File: src/rtl/pcc_pkg.sv
`timescale 1ns / 1ps

package pcc_pkg;

   // sizes fixed by the beat fields
   localparam int TASK_W        = 6;
   localparam int CNT_W         = 7;
   localparam int MAX_TASKS     = 64;
   localparam int MAX_EDGES_DEF = 256;

   // result codes
   localparam logic [1:0] STATUS_ACYCLIC  = 2'd0;
   localparam logic [1:0] STATUS_CYCLE    = 2'd1;
   localparam logic [1:0] STATUS_RANGE    = 2'd2;
   localparam logic [1:0] STATUS_OVERFLOW = 2'd3;

   typedef struct packed {
      logic [TASK_W-1:0] from_task;
      logic [TASK_W-1:0] to_task;
      logic              has_edge;
      logic              last;
   } pcc_req_type;

   typedef struct packed {
      logic [1:0]       status;
      logic [CNT_W-1:0] processed_count;
   } pcc_rsp_type;

   typedef enum logic [2:0] {
      ST_LOAD,
      ST_EVAL,
      ST_INIT,
      ST_POP,
      ST_SCAN,
      ST_DONE
   } pcc_state_type;

   typedef enum logic [1:0] {
      DEG_INC,
      DEG_DEC,
      DEG_TEST
   } pcc_deg_op_type;

   // controller to datapath
   typedef struct packed {
      logic accept;
      logic init_start;
      logic test_issue;
      logic pop;
      logic scan_issue;
      logic finish;
   } pcc_cmd_type;

   // datapath to controller
   typedef struct packed {
      logic err_any;
      logic init_done;
      logic queue_empty;
      logic pipe_idle;
      logic scan_done;
      logic out_free;
   } pcc_stat_type;

endpackage

File: src/rtl/pcc_ctrl.sv
`timescale 1ns / 1ps

module pcc_ctrl import pcc_pkg::*; (
   input  logic         clock,
   input  logic         reset,
   input  logic         req_valid,
   input  logic         req_last,
   input  pcc_stat_type stat,
   output pcc_cmd_type  cmd,
   output logic         req_stall
);

   pcc_state_type state_ff, state_in;

   // state register
   always_ff @(posedge clock) begin
      if (reset) begin
         state_ff <= ST_LOAD;
      end else begin
         state_ff <= state_in;
      end
   end

   // next state
   always_comb begin
      state_in = state_ff;
      case (state_ff)
         ST_LOAD: begin
            if (req_valid && req_last) state_in = ST_EVAL;
         end
         ST_EVAL: begin
            state_in = stat.err_any ? ST_DONE : ST_INIT;
         end
         ST_INIT: begin
            if (stat.init_done) state_in = ST_POP;
         end
         ST_POP: begin
            if (stat.pipe_idle) state_in = stat.queue_empty ? ST_DONE : ST_SCAN;
         end
         ST_SCAN: begin
            if (stat.scan_done) state_in = ST_POP;
         end
         ST_DONE: begin
            if (stat.out_free) state_in = ST_LOAD;
         end
         default: state_in = ST_LOAD;
      endcase
   end

   // commands
   always_comb begin
      cmd       = '0;
      req_stall = 1'b1;
      case (state_ff)
         ST_LOAD: begin
            req_stall  = 1'b0;
            cmd.accept = req_valid;
         end
         ST_EVAL: begin
            cmd.init_start = !stat.err_any;
         end
         ST_INIT: begin
            cmd.test_issue = !stat.init_done;
         end
         ST_POP: begin
            cmd.pop = stat.pipe_idle && !stat.queue_empty;
         end
         ST_SCAN: begin
            cmd.scan_issue = !stat.scan_done;
         end
         ST_DONE: begin
            cmd.finish = stat.out_free;
         end
         default: cmd = '0;
      endcase
   end

endmodule

File: src/rtl/pcc_datapath.sv
`timescale 1ns / 1ps

module pcc_datapath import pcc_pkg::*; #(
   parameter int MAX_EDGES = MAX_EDGES_DEF
) (
   input  logic             clock,
   input  logic             reset,
   input  pcc_cmd_type      cmd,
   input  pcc_req_type      req_payload,
   input  logic             csr_write,
   input  logic [CNT_W-1:0] csr_data,
   input  logic             rsp_stall,
   output pcc_stat_type     stat,
   output logic             rsp_valid,
   output pcc_rsp_type      rsp_payload
);

   localparam int EA_W = (MAX_EDGES > 1) ? $clog2(MAX_EDGES) : 1;
   localparam int ET_W = $clog2(MAX_EDGES + 1);
   localparam logic [ET_W-1:0] EDGE_LIMIT = ET_W'(MAX_EDGES);
   localparam logic [CNT_W-1:0] TASK_LIMIT = CNT_W'(MAX_TASKS);

   // memories
   logic [2*TASK_W-1:0] edge_mem [MAX_EDGES];
   logic [ET_W-1:0]     deg_mem  [MAX_TASKS];
   logic [TASK_W-1:0]   q_mem    [MAX_TASKS];

   logic [CNT_W-1:0]    task_count_ff, task_count_in;
   logic [ET_W-1:0]     edge_total_ff, edge_total_in;
   logic                err_range_ff, err_range_in;
   logic                err_ovf_ff, err_ovf_in;
   logic [CNT_W-1:0]    test_ff, test_in;
   logic [ET_W-1:0]     scan_ff, scan_in;
   logic                edge_rd_vld_ff, edge_rd_vld_in;
   logic [2*TASK_W-1:0] edge_rd_q;
   logic                dg_vld_ff, dg_vld_in;
   pcc_deg_op_type      dg_op_ff;
   logic [TASK_W-1:0]   dg_addr_ff;
   logic [ET_W-1:0]     deg_rd_q;
   logic                fwd_ff, fwd_in;
   logic [ET_W-1:0]     fwd_val_ff;
   logic [MAX_TASKS-1:0] deg_vld_ff, deg_vld_in;
   logic [CNT_W-1:0]    head_ff, head_in;
   logic [CNT_W-1:0]    tail_ff, tail_in;
   logic [TASK_W-1:0]   q_rd_q;
   logic                rsp_valid_ff, rsp_valid_in;
   pcc_rsp_type         rsp_ff, rsp_in;

   logic [CNT_W-1:0]    ntasks;
   logic                in_range, store_full, edge_wr, range_hit, ovf_hit;
   logic                dg_issue;
   pcc_deg_op_type      dg_op;
   logic [TASK_W-1:0]   dg_addr;
   logic [ET_W-1:0]     dg_base, dg_new;
   logic                dg_wr, dg_zero, enq;

   // effective task count saturates
   assign ntasks = (task_count_ff > TASK_LIMIT) ? TASK_LIMIT : task_count_ff;
   assign task_count_in = csr_write ? csr_data : task_count_ff;

   // edge load decode
   assign in_range   = ({1'b0, req_payload.from_task} < ntasks)
                    && ({1'b0, req_payload.to_task} < ntasks);
   assign store_full = (edge_total_ff == EDGE_LIMIT);
   assign edge_wr    = cmd.accept && req_payload.has_edge && in_range && !store_full;
   assign range_hit  = cmd.accept && req_payload.has_edge && !in_range;
   assign ovf_hit    = cmd.accept && req_payload.has_edge && in_range && store_full;

   assign edge_total_in = cmd.finish ? '0 : (edge_wr ? edge_total_ff + 1'b1 : edge_total_ff);
   assign err_range_in  = !cmd.finish && (err_range_ff || range_hit);
   assign err_ovf_in    = !cmd.finish && (err_ovf_ff || ovf_hit);

   // init and scan counters
   assign test_in = cmd.init_start ? '0 : (cmd.test_issue ? test_ff + 1'b1 : test_ff);
   assign scan_in = cmd.pop ? '0 : (cmd.scan_issue ? scan_ff + 1'b1 : scan_ff);
   assign edge_rd_vld_in = cmd.scan_issue;

   // in-degree unit request select
   always_comb begin
      dg_issue = 1'b0;
      dg_op    = DEG_INC;
      dg_addr  = req_payload.to_task;
      if (edge_wr) begin
         dg_issue = 1'b1;
      end else if (cmd.test_issue) begin
         dg_issue = 1'b1;
         dg_op    = DEG_TEST;
         dg_addr  = test_ff[TASK_W-1:0];
      end else if (edge_rd_vld_ff && (edge_rd_q[2*TASK_W-1:TASK_W] == q_rd_q)) begin
         dg_issue = 1'b1;
         dg_op    = DEG_DEC;
         dg_addr  = edge_rd_q[TASK_W-1:0];
      end
   end
   assign dg_vld_in = dg_issue;

   // in-degree update stage with forwarding of the write on the read edge
   always_comb begin
      if (fwd_ff) begin
         dg_base = fwd_val_ff;
      end else if (deg_vld_ff[dg_addr_ff]) begin
         dg_base = deg_rd_q;
      end else begin
         dg_base = '0;
      end
      case (dg_op_ff)
         DEG_INC: dg_new = dg_base + 1'b1;
         DEG_DEC: dg_new = (dg_base != '0) ? dg_base - 1'b1 : dg_base;
         default: dg_new = dg_base;
      endcase
   end
   assign dg_wr   = dg_vld_ff && (dg_op_ff != DEG_TEST);
   assign dg_zero = dg_vld_ff
                 && (((dg_op_ff == DEG_DEC) && (dg_base == ET_W'(1)))
                  || ((dg_op_ff == DEG_TEST) && (dg_base == '0)));
   assign fwd_in  = dg_wr && dg_issue && (dg_addr_ff == dg_addr);

   always_comb begin
      deg_vld_in = deg_vld_ff;
      if (cmd.finish) begin
         deg_vld_in = '0;
      end else if (dg_wr) begin
         deg_vld_in[dg_addr_ff] = 1'b1;
      end
   end

   // ready queue pointers; head doubles as processed count
   assign enq     = dg_zero && (tail_ff < TASK_LIMIT);
   assign tail_in = cmd.finish ? '0 : (enq ? tail_ff + 1'b1 : tail_ff);
   assign head_in = cmd.finish ? '0 : (cmd.pop ? head_ff + 1'b1 : head_ff);

   // result register
   always_comb begin
      rsp_in = rsp_ff;
      if (cmd.finish) begin
         rsp_in.processed_count = '0;
         if (err_range_ff) begin
            rsp_in.status = STATUS_RANGE;
         end else if (err_ovf_ff) begin
            rsp_in.status = STATUS_OVERFLOW;
         end else begin
            rsp_in.processed_count = head_ff;
            rsp_in.status = (head_ff == ntasks) ? STATUS_ACYCLIC : STATUS_CYCLE;
         end
      end
   end
   assign rsp_valid_in = cmd.finish || (rsp_valid_ff && rsp_stall);

   // control registers
   always_ff @(posedge clock) begin
      if (reset) begin
         task_count_ff  <= TASK_LIMIT;
         edge_total_ff  <= '0;
         err_range_ff   <= 1'b0;
         err_ovf_ff     <= 1'b0;
         test_ff        <= '0;
         scan_ff        <= '0;
         edge_rd_vld_ff <= 1'b0;
         dg_vld_ff      <= 1'b0;
         fwd_ff         <= 1'b0;
         deg_vld_ff     <= '0;
         head_ff        <= '0;
         tail_ff        <= '0;
         rsp_valid_ff   <= 1'b0;
      end else begin
         task_count_ff  <= task_count_in;
         edge_total_ff  <= edge_total_in;
         err_range_ff   <= err_range_in;
         err_ovf_ff     <= err_ovf_in;
         test_ff        <= test_in;
         scan_ff        <= scan_in;
         edge_rd_vld_ff <= edge_rd_vld_in;
         dg_vld_ff      <= dg_vld_in;
         fwd_ff         <= fwd_in;
         deg_vld_ff     <= deg_vld_in;
         head_ff        <= head_in;
         tail_ff        <= tail_in;
         rsp_valid_ff   <= rsp_valid_in;
      end
   end

   // payload registers
   always_ff @(posedge clock) begin
      dg_op_ff   <= dg_op;
      dg_addr_ff <= dg_addr;
      fwd_val_ff <= dg_new;
      rsp_ff     <= rsp_in;
   end

   // edge store
   always_ff @(posedge clock) begin
      if (edge_wr) begin
         edge_mem[edge_total_ff[EA_W-1:0]] <= {req_payload.from_task, req_payload.to_task};
      end
      if (cmd.scan_issue) begin
         edge_rd_q <= edge_mem[scan_ff[EA_W-1:0]];
      end
   end

   // in-degree store
   always_ff @(posedge clock) begin
      if (dg_wr) begin
         deg_mem[dg_addr_ff] <= dg_new;
      end
      if (dg_issue) begin
         deg_rd_q <= deg_mem[dg_addr];
      end
   end

   // ready queue store
   always_ff @(posedge clock) begin
      if (enq) begin
         q_mem[tail_ff[TASK_W-1:0]] <= dg_addr_ff;
      end
      if (cmd.pop) begin
         q_rd_q <= q_mem[head_ff[TASK_W-1:0]];
      end
   end

   // status to controller
   assign stat.err_any     = err_range_ff || err_ovf_ff;
   assign stat.init_done   = (test_ff == ntasks);
   assign stat.queue_empty = (head_ff == tail_ff);
   assign stat.pipe_idle   = !edge_rd_vld_ff && !dg_vld_ff;
   assign stat.scan_done   = (scan_ff == edge_total_ff);
   assign stat.out_free    = !rsp_valid_ff || !rsp_stall;

   assign rsp_valid   = rsp_valid_ff;
   assign rsp_payload = rsp_ff;

endmodule

File: src/rtl/precedence_cycle_check.sv
`timescale 1ns / 1ps

// Precedence cycle check: edges (from_task, to_task) stream in one beat per
// cycle while req_stall is low and are stored while the in-degree of each
// target is counted. The beat marked last closes the problem; no result
// comes for other beats. With an error latched the walk is skipped and the
// result is registered directly. Otherwise a Kahn walk runs: the n tasks are
// tested, those with in-degree zero queued (n = task_count capped at 64), then
// each popped task starts a full pass over the E stored edges through the
// single read port of the edge store. No clearing pass is needed after reset
// or between problems. The output register holds a finished result while the
// next edge list loads; the user writes task_count over the csr port only
// while idle, and the block itself does not enforce this.
module precedence_cycle_check import pcc_pkg::*; #(
   parameter int MAX_EDGES = MAX_EDGES_DEF
) (
   input  logic             clock,
   input  logic             reset,
   input  logic             req_valid,
   output logic             req_stall,
   input  pcc_req_type      req_payload,
   output logic             rsp_valid,
   input  logic             rsp_stall,
   output pcc_rsp_type      rsp_payload,
   input  logic             csr_valid,
   output logic             csr_ready,
   input  logic [CNT_W-1:0] csr_data
);

   pcc_cmd_type  cmd;
   pcc_stat_type stat;

   // register writes are always taken
   assign csr_ready = 1'b1;

   pcc_ctrl u_ctrl (
      .clock     (clock),
      .reset     (reset),
      .req_valid (req_valid),
      .req_last  (req_payload.last),
      .stat      (stat),
      .cmd       (cmd),
      .req_stall (req_stall)
   );

   pcc_datapath #(
      .MAX_EDGES (MAX_EDGES)
   ) u_datapath (
      .clock       (clock),
      .reset       (reset),
      .cmd         (cmd),
      .req_payload (req_payload),
      .csr_write   (csr_valid && csr_ready),
      .csr_data    (csr_data),
      .rsp_stall   (rsp_stall),
      .stat        (stat),
      .rsp_valid   (rsp_valid),
      .rsp_payload (rsp_payload)
   );

endmodule

File: config.mk
export PLATFORM = sky130hd
export DESIGN_NAME = precedence_cycle_check
export DESIGN_NICKNAME = d
export VERILOG_FILES = /design/src/rtl/pcc_pkg.sv /design/src/rtl/pcc_ctrl.sv /design/src/rtl/pcc_datapath.sv /design/src/rtl/precedence_cycle_check.sv
export SDC_FILE = /design/constraint.sdc
export NUM_CORES = 2
export LEC_CHECK = 0
export ABC_AREA = 1
export BUFFER_PORTS_ARGS = -buffer_cell sky130_fd_sc_hd__buf_2
export CORE_ASPECT_RATIO = 1.75
export CORE_MARGIN = 5
export CORE_UTILIZATION = 40
export CTS_BUF_LIST = sky130_fd_sc_hd__clkbuf_8 sky130_fd_sc_hd__clkbuf_16
export CTS_CLUSTER_DIAMETER = 80
export DETAILED_ROUTE_END_ITERATION = 6
export GPL_ROUTABILITY_DRIVEN = 0
export PLACE_DENSITY = 0.65
export SETUP_SLACK_MARGIN = 0.1
export SYNTH_ARGS = -nofsm -noshare
export SYNTH_HDL_FRONTEND = slang
export SYNTH_SLANG_ARGS = --single-unit
File: constraint.sdc
create_clock -name clock -period 9.6 [get_ports clock]
set_input_delay 1.44 -clock clock [delete_from_list [all_inputs] [get_ports clock]]
set_output_delay 1.44 -clock clock [all_outputs]
set_load 0.05 [all_outputs]
== Yosys cells after proc, flatten, opt, wreduce, memory -nomap -nowiden ==
Memories as Yosys holds them, arrays and structs flattened. A register that Yosys moved wholly into a read port is not among the register bits.
Cells that the tools add are included.

* Output and inout port bits: 12
* Latch bits: 0
* Memory bits (writable): 4032
* Register bits after elaboration: 145
* Input port bits: 26
* Memory bits (read-only): 0
* Memories: 3
* Word-level logic and storage cells: 147

* Multiply operators: 0
* Equal/unequal tests: 21
* Order comparisons: 6
* Shift operators: 0
* Bitwise gates (word level): 1
* Add/sub/neg operators: 7
* Reductions and logical operators: 48
* Muxes and demuxes: 40
* Div/mod/pow operators: 0

{| class="wikitable"
|+ Memories
! name !! words !! width !! read ports !! clocked after Yosys merged registers in !! wr ports !! RTL line !! text
|-
| u_datapath.edge_mem || 256 || 12 || 1 || 1 || 1 || pcc_datapath.sv:24 || <nowiki>logic [2*TASK_W-1:0] edge_mem [MAX_EDGES];</nowiki>
|-
| u_datapath.deg_mem || 64 || 9 || 1 || 1 || 1 || pcc_datapath.sv:25 || <nowiki>logic [ET_W-1:0] deg_mem [MAX_TASKS];</nowiki>
|-
| u_datapath.q_mem || 64 || 6 || 1 || 1 || 1 || pcc_datapath.sv:26 || <nowiki>logic [TASK_W-1:0] q_mem [MAX_TASKS];</nowiki>
|}

{| class="wikitable"
|+ Operators with widths
! cell !! number
|-
| 64-bit OR || 1
|-
| 9-bit by 1-bit adder with 9-bit output (second input constant) || 3
|-
| 9-bit 2-to-1 mux || 3
|-
| 1-bit 2-to-1 mux || 22
|-
| 7-bit by 1-bit adder with 7-bit output (second input constant) || 3
|-
| 7-bit equality test || 3
|-
| 1-bit logical AND || 21
|-
| 3-bit 2-to-1 mux || 6
|-
| 6-bit 2-to-1 mux || 3
|-
| 3-bit case mux with 6 select lines || 1
|-
| 9-bit case mux with 2 select lines || 1
|-
| 6-bit by 7-bit less-than comparator with 1-bit output || 2
|-
| 6-bit equality test || 2
|-
| 1-bit logical NOT || 11
|-
| 2-bit by 1-bit != test with 1-bit output (second input constant) || 5
|-
| 2-bit OR reduction || 5
|-
| 9-bit by 1-bit equality test with 1-bit output (second input constant) || 1
|-
| 9-bit equality test || 1
|-
| 9-bit equality test (second input constant) || 1
|-
| 9-bit logical NOT || 1
|-
| 9-bit nonzero test || 1
|-
| 9-bit by 1-bit subtractor with 9-bit output (second input constant) || 1
|-
| 7-bit > comparator (second input constant) || 1
|-
| 6-bit by 7-bit less-than comparator with 1-bit output (second input constant) || 1
|-
| other kinds (16) || 23
|}

== Depth between registers and ports, before layout ==
* Depth in word-level cells: 11
* Mapped depth: 25
* Depth with buffers taken out: 23

== Cells and area by module ==
Synthesis repeated with hierarchy kept, for this count alone.

* Cell total of the unflattened synthesis: 13071
* Area, all modules: 166723.7 um2

{| class="wikitable"
|+ By module, submodules not included
! module !! cells an instance !! area an instance (um2) !! instances !! seq. area each (um2)
|-
| pcc_datapath || 13008 || 166373.3 || 1 || 124819.7
|-
| pcc_ctrl || 61 || 339.1 || 1 || 60.1
|-
| precedence_cycle_check || 2 || 11.3 || 1 || 0.0
|}

== Least setup slack after synthesis ==
Ideal clock, no wire load.

* Path kind: register to register
* From: register u_datapath.dg_addr_ff[0]
* To: memory u_datapath.deg_mem[0][6] in the netlist's numbering, data pin
* Path buffers: 1
* Slack: 3.214 ns
* Required time: 8.892 ns
* Library setup time: 0.708 ns
* Cell stages (with the launch flop): 20
* Period minus slack after synthesis: 6.386 ns
* Data arrival time: 5.678 ns
* Cell sequence: dfxtp_1 -> buf_2 -> nand3_1 -> inv_2 -> nand2_1 -> and2_0 -> nand3_1 -> nand2_1 -> nand2_1 -> nor2_2 -> nand2_2 -> nand3_1 -> nand2_1 -> inv_1 -> ha_1 -> nand2_1 -> nor2_2 -> nand2_1 -> nand3_1 -> o21ai_0

* Word-level cells in the longest chain between the ends: 7
* Elaborated cells between the ends (all ways): 9
* Classes of those cells: 2 x add/sub; 6 x mux; 1 x reduce/logical

{| class="wikitable"
|+ RTL lines
! element !! RTL line !! text
|-
| start, declared || pcc_datapath.sv:38 || <nowiki>logic [TASK_W-1:0] dg_addr_ff;</nowiki>
|-
| start signal, assigned || pcc_datapath.sv:185 || <nowiki>dg_addr_ff <= dg_addr;</nowiki>
|-
| 1-bit binary-select mux with 6-bit select * || pcc_datapath.sv:101 || <nowiki>end else if (deg_vld_ff[dg_addr_ff]) begin</nowiki>
|-
| 1-bit 2-to-1 mux (not written as such) * || pcc_datapath.sv:101 ||
|-
| 9-bit 2-to-1 mux * || pcc_datapath.sv:101 ||
|-
| 9-bit 2-to-1 mux * || pcc_datapath.sv:99 || <nowiki>if (fwd_ff) begin</nowiki>
|-
| 9-bit by 1-bit subtractor with 9-bit output / 9-bit nonzero test (equally long branches) || pcc_datapath.sv:108 || <nowiki>DEG_DEC: dg_new = (dg_base != '0) ? dg_base - 1'b1 : dg_base;</nowiki>
|-
| 9-bit 2-to-1 mux || pcc_datapath.sv:108 ||
|-
| 9-bit case mux with 2 select lines * || pcc_datapath.sv:106 || <nowiki>case (dg_op_ff)</nowiki>
|-
| via u_datapath.dg_new[6] || pcc_datapath.sv:54 || <nowiki>logic [ET_W-1:0] dg_base, dg_new;</nowiki>
|-
| end, declared || pcc_datapath.sv:25 ||
|}

The timed path passes the listed nets; every way through them passes the cells marked *. The select of a mux whose other input is x is not followed.

== Worst setup path in the final report ==
* From: register u_datapath.edge_total_ff[6]
* To: register u_datapath.deg_rd_q[3] (read register of u_datapath.deg_mem), data pin

* Word-level cells in the longest chain between the ends: 4
* Elaborated cells between the ends (all ways): 5
* Classes of those cells: 1 x eq/ne; 2 x mux; 2 x reduce/logical

{| class="wikitable"
|+ RTL lines
! element !! RTL line !! text
|-
| start, declared || pcc_datapath.sv:29 || <nowiki>logic [ET_W-1:0] edge_total_ff, edge_total_in;</nowiki>
|-
| start signal, assigned || pcc_datapath.sv:167 || <nowiki>edge_total_ff <= edge_total_in;</nowiki>
|-
| 9-bit equality test * || pcc_datapath.sv:64 || <nowiki>assign store_full = (edge_total_ff == EDGE_LIMIT);</nowiki>
|-
| 1-bit logical NOT * || pcc_datapath.sv:65 || <nowiki>assign edge_wr = cmd.accept && req_payload.has_edge && in_range && !store_full;</nowiki>
|-
| 1-bit logical AND * || pcc_datapath.sv:65 ||
|-
| 6-bit 2-to-1 mux / 1-bit 2-to-1 mux (equally long branches) || pcc_datapath.sv:83 || <nowiki>if (edge_wr) begin</nowiki>
|-
| end, declared || pcc_datapath.sv:39 || <nowiki>logic [ET_W-1:0] deg_rd_q;</nowiki>
|}

Mark *: on every way between the ends. The rest lies on a longest branch, timed or not.
A chain may end at the register's enable or synchronous reset.

==> impl_metrics.csv <==
group,metric,value,unit
status,outcome,"finished, violations left",
status,violations,"design-rule violations, max-capacitance violations, max-slew violations",
setup_path,crit_top_cell,"nand2_1",
setup_path,worstReg2RegEnd,"u_datapath.deg_rd_q[3]",
setup_path,r2r_slack,3120,ps
logic_synthesis,async_flop_share,0,
floorplanning,rows,313,
power,vdd_drop_max,174,uV
clock_tree,ctsHoldBuffers,0,
logic_synthesis,ys_seq_area_frac,0.749,
logic_synthesis,synth_cell_types,59,
placement,dp_hpwl,301000,um
logic_synthesis,syn_area_per_cell,12.8,um^2
cells_and_area,fin_cells,18700,
min_path,hold_path_class,"register to register",
setup_path,r2r_cells,16,
setup_path,crit_path_cell_trace,"nor2_1, nand2_1, nor4_2, inv_1, nand3_2, nand3_4, nand2_4, buf_12, nand2_1, nand3_1, nand3_1, nand3_1, nand3_1, nand2_1, nand2_1, nand2_1",
timing,fin_crit_sh,0.676,
floorplanning,dieHeight,864,um
clock_tree,root_buffer,"clkbuf_16",
logic_synthesis,synth_fp_nets,13100,
cells_and_area,syn_to_final_growth,11.2,%
clock_tree,htree_levels,5,
floorplanning,io_pins,38,
setup_path,crit_fanout,170,
power,p_per_area,215,mW/mm^2
timing,min_period,6480,ps
logic_synthesis,synth_cells,13000,
grt,grt_max_degree,183,
setup_path,crit_start,"u_datapath.edge_total_ff[6]",
grt,grt_pass1_wl,722000,um
timing,fin_worst_skew,94.9,ps
grt,grt_pass1_vias,105000,
clock_tree,cts_tree,"yes",
timing,finalSetupTns,0,ps
clock_tree,cts_made_buffers,354,
cells_and_area,fill_cells,36800,
setup_path,worstPathArrival,7270,ps
setup_path,crit_required,10380,ps
floorplanning,start_util,0.402,
drt,dr.pass1.iters,7,
power,leakagePower,59.3,nW
setup_path,cp-end-kind,"register",
setup_path,worstSetupPathType,"register to register",
clock_tree,clock_sinks,4204,
cells_and_area,mostFrequentLayoutCell,"edfxtp_1",
floorplanning,core,0.415,mm^2
logic_synthesis,synth_edf_count,4068,
drt,totalWireLength,502000,um
timing,max_slew_margin,-0.0145,
logic_synthesis,ys_seq_elements,4204,
logic_synthesis,yosysTopAreaCellShare,0.733,
logic_synthesis,synth_largest_area_cell,"edfxtp_1",
setup_path,critPathSlowestCell,"nand2_4",
cells_and_area,drive_gt1_frac,0.0789,
timing,worst_pin_slew,1520,ps
placement,place_inst,18000,
timing,max_freq,0.154,GHz
floorplanning,dieWidth,498,um
run,drv_cap,1,
logic_synthesis,synthTopCellsByArea,"edfxtp_1 (73%), o21ai_0 (5.4%), nor2_1 (5.3%), nand3_1 (3.4%), nand2_1 (2.2%)",
setup_path,slowest_delay,940,ps
drt,drt_iter0_drc,12900,
floorplanning,fp.dieArea,0.430,mm^2
cells_and_area,final_cell_mix,"edfxtp_1 (4068), nor2_1 (2339), o21ai_0 (1788)",
setup_path,r2r_start,"u_datapath.edge_total_ff[6]",
logic_synthesis,ys_dominant_reg_cell,"edfxtp_1",
min_path,hold_start,"u_datapath.deg_vld_ff[11]",
clock_tree,clkLatencyLatePin,960,ps
timing,final-hold-violation-count,0,
setup_path,start_kind,"register",
grt,grtUsageTotal,0.224,
drt,ant_nets,0,
drt,vias,109000,
drt,drt-vias-per-instance,5.86,
clock_tree,path_clk_slew,70,ps
cells_and_area,final_nets,12900,
setup_path,critical_path.endpoint,"u_datapath.deg_rd_q[3]",
grt,antenna_found_initial,22,
drt,drc_errors,1,
timing,grt_setup_unrepaired,"no",
logic_synthesis,yosys_warnings,0,
placement,io_buffers,36,
grt,grt.overflow.total,0,
timing,maxSlewViolCount,11,
drt,wl_per_cell,26.9,um
clock_tree,ctsResizeCount,0,
clock_tree,cts_buffer_depth,4,
timing,setup_viol,0,
clock_tree,post_cts.repair.setup_buffers,0,
logic_synthesis,syn_area,0.167,mm^2
[per-stage QoR]
stage,setup slack (ps),util,instance area [um^2],total power [W],hold WS [ps]
2_1_floorplan,3210,-,167000,0.0237,440
3_3_place_gp,2870,0.419,174000,0.0255,449
3_5_place_dp,2780,0.419,174000,0.0255,459
4_1_cts,3360,0.446,185000,0.0400,473
5_1_grt,2950,0.447,185000,0.0411,493
6_report,3120,0.447,185000,0.0399,470
[worst min path at each step]
| stage | to | slack, ps | cells past startpoint |
|---|---|---|---|
| 2_1_floorplan | u_datapath.deg_vld_ff[11] | 440 | 2 |
| 3_3_place_gp | u_datapath.deg_vld_ff[20] | 450 | 2 |
| 3_5_place_dp | u_datapath.deg_vld_ff[15] | 460 | 2 |
| 4_1_cts | u_datapath.deg_vld_ff[7] | 470 | 2 |
| 5_1_grt | u_datapath.deg_vld_ff[7] | 490 | 2 |
| 6_report | u_datapath.deg_vld_ff[11] | 470 | 2 |
[layer usage]
metal	global-route usage	up-vias	wire length (um)
met5	0	-	74
met4	0.176	12	47100
met3	0.0303	1483	35500
met2	0.389	5519	251000
met1	0.246	54300	168000
li1	-	48100	-
[power by group]
group	switching, W	internal, W	total, W
sequential	0.000133	0.0205	0.0206
clock	0.00659	0.00810	0.0147
combinational	0.00355	0.00108	0.00464
[final cells by class]
cell class | count | area [um^2] | area share
antenna | 7 | 17.5 | 0.0000945
inverter | 176 | 706 | 0.00381
clock inverter | 267 | 2540 | 0.0137
tap | 5512 | 6900 | 0.0372
timing repair buffer | 421 | 3580 | 0.0193
clock buffer | 363 | 9020 | 0.0486
sequential | 4204 | 125000 | 0.674
multi-input combinational | 7730 | 37700 | 0.203
[flip-flops by register name (all words and copies together), names as in the netlist, 3 cells and up]
register,count
u_datapath.q_rd_q,6
u_datapath.deg_vld_ff,64
u_datapath.fwd_val_ff,9
u_datapath.task_count_ff,7
u_datapath.deg_mem,576
u_datapath.q_mem,384
u_datapath.head_ff,7
u_datapath.deg_rd_q,9
u_datapath.scan_ff,9
u_datapath.dg_addr_ff,6
u_datapath.edge_mem,3072
u_ctrl.state_ff,3
u_datapath.edge_rd_q,12
u_datapath.edge_total_ff,9
u_datapath.rsp_payload,9
u_datapath.tail_ff,7
u_datapath.test_ff,7
[synth_stat cells, drive strengths merged (26+ instances only)]
library cell and n:
a21oi 208, a31oi 48, buf 162, clkbuf 774
dfxtp 136, edfxtp 4068, inv 170, nand2 1006
nand3 1126, nand4 61, nor2 2362, nor3 26
o211ai 104, o21ai 1791, o221ai 336, o22ai 541
[worst max-delay path: cells and delay by family (launching register included)]
family,cells,cell delay (ps)
flops,1,440
simple gates,14,4940
buf+inv,2,620
[cells by family after synthesis]
kind of cell,Yosys count,share of synthesized area
adder cells (fa/ha/maj),22,0.00165
AND/OR/NAND/NOR,4597,0.114
buffers and inverters,1112,0.0262
other,1,0.0000225
flip-flops,4204,0.749
XOR/XNOR,23,0.00121
AO/OA/AOI/OAI,3087,0.108
Power figures use the tool's default switching activity.
